$ cat src/design/assert_macros.svh
// assertion macros shared by the priority queue bank rtl
// expects clk and arst_n in the scope of the module that uses them
`ifndef ASSERT_MACROS_SVH
`define ASSERT_MACROS_SVH

// property that must hold at every clock edge outside reset
`define TCPQ_ASSERT(name, expr, msg) \
	name: assert property (@(posedge clk) disable iff (!arst_n) (expr)) else $error(msg);

// same-cycle implication
`define TCPQ_ASSERT_IMP(name, ante, cons, msg) \
	name: assert property (@(posedge clk) disable iff (!arst_n) (ante) |-> (cons)) else $error(msg);

// next-cycle implication
`define TCPQ_ASSERT_NEXT(name, ante, cons, msg) \
	name: assert property (@(posedge clk) disable iff (!arst_n) (ante) |=> (cons)) else $error(msg);

`endif

$ cat src/design/tcpq_pkg.sv
// types and codes for the two-class priority queue bank
// no dependencies
`timescale 1ns / 1ps
`default_nettype none

package tcpq_pkg;

	localparam logic KIND_ENQ = 1'b0;
	localparam logic KIND_DEQ = 1'b1;

	typedef enum logic [1:0] {
		ST_ADDED    = 2'd0,
		ST_FULL     = 2'd1,
		ST_DEQUEUED = 2'd2,
		ST_EMPTY    = 2'd3
	} tcpq_status_t;

	// row operation applied by every cell
	typedef enum logic [1:0] {
		OP_NONE,
		OP_ENQ_REG,
		OP_ENQ_URG,
		OP_DEQ
	} tcpq_op_t;

	typedef struct packed {
		logic        kind;
		logic [4:0]  queue_index;
		logic [15:0] entry_tag;
		logic        urgent;
	} tcpq_in_t;

	typedef struct packed {
		tcpq_status_t status;
		logic [15:0]  head_tag;
		logic         head_urgent;
		logic [2:0]   occupancy;
	} tcpq_out_t;

endpackage

`default_nettype wire

$ cat src/design/tcpq_cell.sv
// one slot cell of the queue row: picks its next value from itself, a neighbor or the new entry
// depends on tcpq_pkg
`timescale 1ns / 1ps
`default_nettype none

module tcpq_cell
	import tcpq_pkg::*;
#(
	parameter int TAG_BITS = 16,
	parameter int CW       = 3,
	parameter int IDX      = 0
) (
	input  tcpq_op_t          op,
	input  logic [CW-1:0]     cnt,
	input  logic [TAG_BITS:0] new_entry,
	input  logic [TAG_BITS:0] own,
	input  logic [TAG_BITS:0] prev,
	input  logic [TAG_BITS:0] next,
	input  logic              urg_tail_in,
	output logic              urg_tail_out,
	output logic [TAG_BITS:0] slot_out
);

	localparam int PREV_IDX = (IDX > 0) ? IDX - 1 : 0;

	logic occupied;
	logic prev_urg;
	logic at_pos;

	assign occupied     = CW'(IDX) < cnt;
	// urgent mark seen in this slot or any slot behind it
	assign urg_tail_out = (occupied && own[TAG_BITS]) || urg_tail_in;
	assign prev_urg     = (IDX > 0) && prev[TAG_BITS] && (CW'(PREV_IDX) < cnt);
	assign at_pos       = !urg_tail_out && ((IDX == 0) || prev_urg);

	always_comb begin
		case (op)
			OP_ENQ_REG: begin
				slot_out = (CW'(IDX) == cnt) ? new_entry : own;
			end
			OP_ENQ_URG: begin
				if (urg_tail_out) begin
					slot_out = own;
				end else if (at_pos) begin
					slot_out = new_entry;
				end else begin
					slot_out = prev;
				end
			end
			OP_DEQ: begin
				slot_out = next;
			end
			default: begin
				slot_out = own;
			end
		endcase
	end

endmodule

`default_nettype wire

$ cat src/design/two_class_priority_queue_bank.sv
// top level of the two-class priority queue bank: row memory, counts, cell row
// depends on tcpq_pkg, tcpq_cell and assert_macros.svh
//
// a transferred command and its row read are registered in stage 1; the result register then gives its result strobe
// no new command is taken while busy, set by the read-modify-write of one row of the slot memory
// reset clears the per-queue counts at once; slot memory is not cleared and needs no sweep
// the receiver cannot stall, a result is shown for one cycle only
`timescale 1ns / 1ps
`default_nettype none
`include "assert_macros.svh"

module two_class_priority_queue_bank
	import tcpq_pkg::*;
#(
	parameter int NUM_QUEUES  = 20,
	parameter int QUEUE_DEPTH = 5,
	parameter int TAG_BITS    = 16
) (
	input  logic      clk,
	input  logic      arst_n,
	input  logic      start,
	output logic      busy,
	input  tcpq_in_t  cmd,
	output logic      done,
	output tcpq_out_t result
);

	// address, count and tag widths; the index compare is one bit wider so the
	// bank size itself fits
	localparam int QW  = (NUM_QUEUES > 1) ? $clog2(NUM_QUEUES) : 1;
	localparam int IW  = ((QW > 5) ? QW : 5) + 1;
	localparam int CW  = $clog2(QUEUE_DEPTH + 1);
	localparam int OXW = (CW > 3) ? CW : 3;
	localparam int XW  = (TAG_BITS > 16) ? TAG_BITS : 16;

	typedef logic [TAG_BITS:0] slot_t;
	typedef logic [QUEUE_DEPTH-1:0][TAG_BITS:0] row_t;

	// slot memory, one row per queue, mark bit on top of the tag
	row_t row_mem [NUM_QUEUES];

	logic [CW-1:0] counts_q [NUM_QUEUES];

	// stage 1: row read back, command held
	logic                valid_s1;
	logic                in_range_s1;
	logic                kind_s1;
	logic                urgent_s1;
	logic [TAG_BITS-1:0] tag_s1;
	logic [QW-1:0]       addr_s1;
	row_t                row_s1;

	logic done_q;
	tcpq_out_t result_q;

	logic          accept;
	logic [IW-1:0] idx_wide;
	logic          in_range;
	logic [QW-1:0] rd_addr;
	logic [XW-1:0] tag_wide;

	assign accept   = start && !busy;
	assign idx_wide = IW'(cmd.queue_index);
	assign in_range = idx_wide < IW'(NUM_QUEUES);
	assign rd_addr  = in_range ? idx_wide[QW-1:0] : '0;
	assign tag_wide = XW'(cmd.entry_tag);

	// command transfer and registered row read
	always_ff @(posedge clk or negedge arst_n) begin
		if (!arst_n) begin
			valid_s1 <= 1'b0;
		end else begin
			valid_s1 <= accept;
		end
	end

	always_ff @(posedge clk) begin
		if (accept) begin
			in_range_s1 <= in_range;
			kind_s1     <= cmd.kind;
			urgent_s1   <= cmd.urgent;
			tag_s1      <= tag_wide[TAG_BITS-1:0];
			addr_s1     <= rd_addr;
			row_s1      <= row_mem[rd_addr];
		end
	end

	// decode against the current count
	logic [CW-1:0] cnt;
	logic [CW-1:0] cnt_new;
	logic          is_full;
	logic          is_empty;
	tcpq_op_t      op;
	tcpq_status_t  status;

	assign cnt      = counts_q[addr_s1];
	assign is_full  = cnt >= CW'(QUEUE_DEPTH);
	assign is_empty = cnt == '0;

	always_comb begin
		op      = OP_NONE;
		cnt_new = cnt;
		if (!in_range_s1) begin
			status = (kind_s1 == KIND_DEQ) ? ST_EMPTY : ST_FULL;
		end else if (kind_s1 == KIND_ENQ) begin
			if (is_full) begin
				status = ST_FULL;
			end else begin
				status  = ST_ADDED;
				op      = urgent_s1 ? OP_ENQ_URG : OP_ENQ_REG;
				cnt_new = cnt + CW'(1);
			end
		end else begin
			if (is_empty) begin
				status = ST_EMPTY;
			end else begin
				status  = ST_DEQUEUED;
				op      = OP_DEQ;
				cnt_new = cnt - CW'(1);
			end
		end
	end

	// row of cells, each slot looks at its neighbors; urgent marks chain toward the head
	slot_t                  new_entry;
	row_t                   row_next;
	logic [QUEUE_DEPTH-1:0] urg_tail;

	assign new_entry = {urgent_s1, tag_s1};

	for (genvar i = 0; i < QUEUE_DEPTH; i++) begin : g_cell
		localparam int PI = (i > 0) ? i - 1 : 0;
		localparam int NI = (i < QUEUE_DEPTH - 1) ? i + 1 : QUEUE_DEPTH - 1;

		tcpq_cell #(
			.TAG_BITS (TAG_BITS),
			.CW       (CW),
			.IDX      (i)
		) u_cell (
			.op           (op),
			.cnt          (cnt),
			.new_entry    (new_entry),
			.own          (row_s1[i]),
			.prev         (row_s1[PI]),
			.next         (row_s1[NI]),
			.urg_tail_in  ((i < QUEUE_DEPTH - 1) ? urg_tail[NI] : 1'b0),
			.urg_tail_out (urg_tail[i]),
			.slot_out     (row_next[i])
		);
	end

	// write back row and count
	logic row_write;

	assign row_write = valid_s1 && (op != OP_NONE);

	always_ff @(posedge clk) begin
		if (row_write) begin
			row_mem[addr_s1] <= row_next;
		end
	end

	always_ff @(posedge clk or negedge arst_n) begin
		if (!arst_n) begin
			for (int q = 0; q < NUM_QUEUES; q++) begin
				counts_q[q] <= '0;
			end
		end else if (row_write) begin
			counts_q[addr_s1] <= cnt_new;
		end
	end

	// result register
	logic [XW-1:0]  head_wide;
	logic [OXW-1:0] occ_wide;

	assign head_wide = XW'(row_s1[0][TAG_BITS-1:0]);
	assign occ_wide  = in_range_s1 ? OXW'(cnt_new) : '0;

	always_ff @(posedge clk or negedge arst_n) begin
		if (!arst_n) begin
			done_q <= 1'b0;
		end else begin
			done_q <= valid_s1;
		end
	end

	always_ff @(posedge clk) begin
		if (valid_s1) begin
			result_q.status      <= status;
			result_q.head_tag    <= (op == OP_DEQ) ? head_wide[15:0] : 16'd0;
			result_q.head_urgent <= (op == OP_DEQ) ? row_s1[0][TAG_BITS] : 1'b0;
			result_q.occupancy   <= occ_wide[2:0];
		end
	end

	assign busy   = valid_s1;
	assign done   = done_q;
	assign result = result_q;

	// checks
	`TCPQ_ASSERT_NEXT(a_accept_to_s1, accept, valid_s1, "transfer did not reach stage 1")
	`TCPQ_ASSERT_NEXT(a_s1_to_done, valid_s1, done_q && !valid_s1, "stage 1 did not produce one result")
	`TCPQ_ASSERT_IMP(a_count_bound, valid_s1, cnt <= CW'(QUEUE_DEPTH), "queue count beyond depth")
	`TCPQ_ASSERT_IMP(a_urgent_prefix, valid_s1 && (op == OP_DEQ) && !row_s1[0][TAG_BITS],
		!urg_tail[0], "urgent entry queued behind a regular head")
	`TCPQ_ASSERT_IMP(a_no_head_on_add, done_q && (result_q.status != ST_DEQUEUED),
		(result_q.head_tag == 16'd0) && !result_q.head_urgent, "head fields set without dequeue")

endmodule

`default_nettype wire
$ cat config.mk
export PLATFORM = sky130hd
export DESIGN_NAME = two_class_priority_queue_bank
export DESIGN_NICKNAME = d
export VERILOG_FILES = /design/src/design/tcpq_pkg.sv /design/src/design/tcpq_cell.sv /design/src/design/two_class_priority_queue_bank.sv
export VERILOG_INCLUDE_DIRS = /design/src /design/src/design
export SDC_FILE = /design/constraint.sdc
export NUM_CORES = 2
export LEC_CHECK = 0
export BUFFER_PORTS_ARGS = -buffer_cell sky130_fd_sc_hd__buf_2
export CORE_ASPECT_RATIO = 0.75
export CORE_MARGIN = 4
export CORE_UTILIZATION = 45
export DETAILED_ROUTE_END_ITERATION = 8
export GPL_ROUTABILITY_DRIVEN = 0
export HOLD_SLACK_MARGIN = 0.02
export PLACE_DENSITY_LB_ADDON = 0.15
export REMOVE_ABC_BUFFERS = 1
export SLEW_MARGIN = 20
export SYNTH_ARGS = -nofsm -noshare
export SYNTH_HDL_FRONTEND = slang
export SYNTH_SLANG_ARGS = --single-unit
$ cat constraint.sdc
create_clock -name clk -period 9 [get_ports clk]
set_clock_uncertainty 0.2 [all_clocks]
set_input_delay 0.45 -clock clk [delete_from_list [all_inputs] [get_ports clk]]
set_output_delay 0.45 -clock clk [all_outputs]
set_load 0.005 [all_outputs]
==> impl_metrics.json <==
{
  "status": "complete, no violations",
  "reg2reg_to": "row_mem[12][71]",
  "holdCritPathClass": "in2reg",
  "drc": 0,
  "rows": 130,
  "syn_inst": 4733,
  "async_flop_share_pct": 3.28,
  "worstSkewPairLatency_ns": 0.83,
  "timing_hold_violations_final": 0,
  "whs_path_depth": 2,
  "area.growth.synth_to_final_pct": 12.5,
  "dp_cells": 6849,
  "slew_viol_final": 0,
  "wl_per_cell_um": 29.8,
  "ctsHtreeMaxLevel": 4,
  "hold_path_end": "in_range_s1",
  "synthDistinctLibCells": 63,
  "io_pins": 50,
  "vdd_drop_max_uv": 189,
  "setup_tns_ns": 0,
  "grt_max_degree": 136,
  "p_leak_nw": 28.2,
  "cts_resized": 0,
  "synth_top_cell_by_area": "edfxtp_1",
  "floorplan.initialDensity_pct": 45.4,
  "ff2ff_path_depth": 19,
  "p_per_area_mw_per_mm2": 224,
  "antenna_found_initial": 6,
  "maxCapViolCount": 0,
  "max_freq_mhz": 133,
  "relSlewSlack_pct": 17.5,
  "synth_warnings": 0,
  "ff_latch_area_mm2": 0.0565,
  "cts_tree": "yes",
  "worstPathCellList": "mux4_2 > nand3b_1 > a31oi_1 > or2_1 > inv_1 > ha_1 > and3_1 > buf_4 > a21boi_1 > nand2_1 > a21oi_1 > inv_1 > ha_2 > inv_1 > nand2_1 > nor3_1 > nand2_1 > inv_6 > buf_4",
  "cp.required_ns": 9.29,
  "slowest_stage": "edfxtp_1",
  "grt-ovfl-total": 0,
  "drt_iter0_markers": 5820,
  "viasPerCell": 6.13,
  "vias": 44100,
  "dp_hpwl_mm": 114,
  "path_class": "reg2reg",
  "core_area_mm2": 0.168,
  "synth-edff-count": 1831,
  "drtAntennaViolNets": 0,
  "wirelength_mm": 214,
  "drive_above_1_share_pct": 18.1,
  "final_cell_mix": "edfxtp_1 (1831), nand2_1 (738), mux4_2 (263)",
  "reg2reg_slack_ns": 1.47,
  "path_clk_slew_ns": 0.06,
  "worstPathArrival_ns": 7.82,
  "crit_family": "simple AND/OR/NAND/NOR gates",
  "dr.pass1.iters": 6,
  "nets": 4839,
  "avgSynthCellArea_um2": 16.1,
  "clockBufferDepth": 3,
  "start_kind": "register",
  "grt_pass1_vias": 43000,
  "yosysSeqAreaShare_pct": 74.3,
  "period_minus_slack_ns": 7.53,
  "cts_root_buf": "clkbuf_16",
  "port_buffers": 49,
  "setup_violations": 0,
  "worstMarginPinSlew_ns": 1.23,
  "die-area_mm2": 0.176,
  "cts_made_buffers": 177,
  "fin_crit_sh_pct": 83.7,
  "synth-seq-cells": 1893,
  "synth_area_mm2": 0.0761,
  "rsz0062_at_grt": "false",
  "worstHoldStart": "cmd[19]",
  "cp_max_fo": 53,
  "clock_sinks": 1893,
  "die_h_um": 364,
  "fillers": 13700,
  "path_buf_inv": 6,
  "track_usage_pct": 24.4,
  "fp.dieW_um": 483,
  "fin_cells": 7201,
  "timing.rr.start": "addr_s1[0]",
  "yosysTopAreaCellShare_pct": 72.3,
  "multiInputGateArea_mm2": 0.0184,
  "mostFrequentLayoutCell": "edfxtp_1",
  "grt_pass1_wl_mm": 311,
  "synth_area_leaders": "edfxtp_1 (72%), mux4_2 (7.8%), nand2_1 (3.7%)",
  "setup.worst_path.end_class": "register",
  "synth_ff_type": "edfxtp_1",
  "worst_path_largest_cell_delay_ns": 0.93,
  "fin_util_pct": 51.0
}
==> metal layers <==
| layer | GRT usage [%] | share of wire [%] | vias to the layer above |
|---|---|---|---|
| met4 | 6.35 | 2.5 | 0 |
| met2 | 35.7 | 44 | 2014 |
| li1 | - | - | 18700 |
| met1 | 37.6 | 45 | 23100 |
| met5 | 0 | 0 | - |
| met3 | 4.51 | 8.5 | 323 |
==> cells in the mapped netlist, types with 2 or more instances <==
cell type	n
edfxtp_1	1831
mux4_2	263
ha_1	9
nand2_1	742
nand4b_1	3
inv_1	48
nor3b_1	5
a22oi_1	36
dfrtp_1	62
o22ai_1	16
and2_1	18
buf_6	2
a21oi_1	218
a221oi_1	18
a21o_1	3
nand3_1	262
mux2_2	104
nor3_1	89
o211ai_1	88
a31oi_1	90
buf_2	19
o31ai_1	33
clkbuf_1	251
inv_2	2
o21ai_0	196
mux4_1	4
a22o_1	36
nand3b_1	3
nor2b_1	8
a2bb2oi_1	16
and3_1	3
nand2b_1	5
o221ai_1	17
nor2_1	82
buf_4	2
xnor2_1	2
buf_1	54
a211o_1	16
mux2i_1	38
a222oi_1	16
==> stage by stage <==
stage | cell area (um2) | setup WS [ns] | total power, W | hold slack, ns
6_report | 85600 | 1.47 | 0.0192 | 0.0919
5_1_grt | 85600 | 0.854 | 0.0198 | 0.0855
4_1_cts | 85600 | 1.35 | 0.0193 | 0.0287
3_5_place_dp | 79700 | 1.37 | 0.0119 | 0.270
3_3_place_gp | 79700 | 1.44 | 0.0119 | 0.268
2_1_floorplan | 74800 | -4.06 | 0.0112 | -0.0456
==> cells by family (layout without fill, tap and decap cells) <==
| logic type | count (synthesis) | in the layout | share of synthesized area [%] |
|---|---|---|---|
| buffers and inverters | 381 | 603 | 1.95 |
| AND/OR/NAND/NOR | 1227 | 1227 | 6.86 |
| XOR/XNOR | 2 | 2 | 0.0230 |
| flip-flops | 1893 | 1893 | 74.3 |
| AO/OA/AOI/OAI | 812 | 812 | 6.76 |
| other | 0 | 2 | 0 |
| multiplexers | 409 | 409 | 9.96 |
| adder cells (fa/ha/maj) | 9 | 9 | 0.148 |
==> power breakdown <==
part / total [W] / internal (W) / switching (W)
Sequential: 0.0101 / 0.0100 / 0.000103
Clock: 0.00744 / 0.00415 / 0.00330
Combinational: 0.00161 / 0.000473 / 0.00113
Total: 0.0192 / 0.0147 / 0.00453
==> sequential cells by signal, indices dropped and copies added, names as in the netlist <==
| signal | flops |
|---|---|
| result | 22 |
| head_wide | 16 |
| row_mem | 1700 |
| done | 1 |
| in_range_s1 | 1 |
| tag_s1 | 16 |
| busy | 1 |
| addr_s1 | 5 |
| row_s1 | 69 |
| kind_s1 | 1 |
| urgent_s1 | 1 |
| counts_q | 60 |
==> how the worst max path moves through the flow <==
stage	depth (start not counted)	slack [ns]	startpoint	end
CTS	19	1.35	addr_s1[0]	row_mem[12][49]
global placement	19	1.44	addr_s1[0]	row_mem[12][58]
global route	19	0.85	addr_s1[0]	row_mem[12][71]
finish	19	1.47	addr_s1[0]	row_mem[12][71]
detailed placement	19	1.37	addr_s1[0]	row_mem[12][41]
floorplan	8	-4.06	cmd[20]	head_wide[0]
==> final cells by class <==
cell class | instances | share of cell area [%]
Tap cell | 2244 | 3.28
Clock buffer | 215 | 5.44
Clock inverter | 115 | 1.18
Sequential cell | 1893 | 66.0
Timing Repair Buffer | 221 | 2.19
Multi-Input combinational cell | 2459 | 21.5
Antenna cell | 2 | 0.00585
Inverter | 52 | 0.383
==> timing repair <==
action | in CTS | in global routing
setup buffers | 0 | 0
hold buffers | 20 | 0
hold endpoints to repair | 82 | 0
Power figures use the tool's default switching activity.
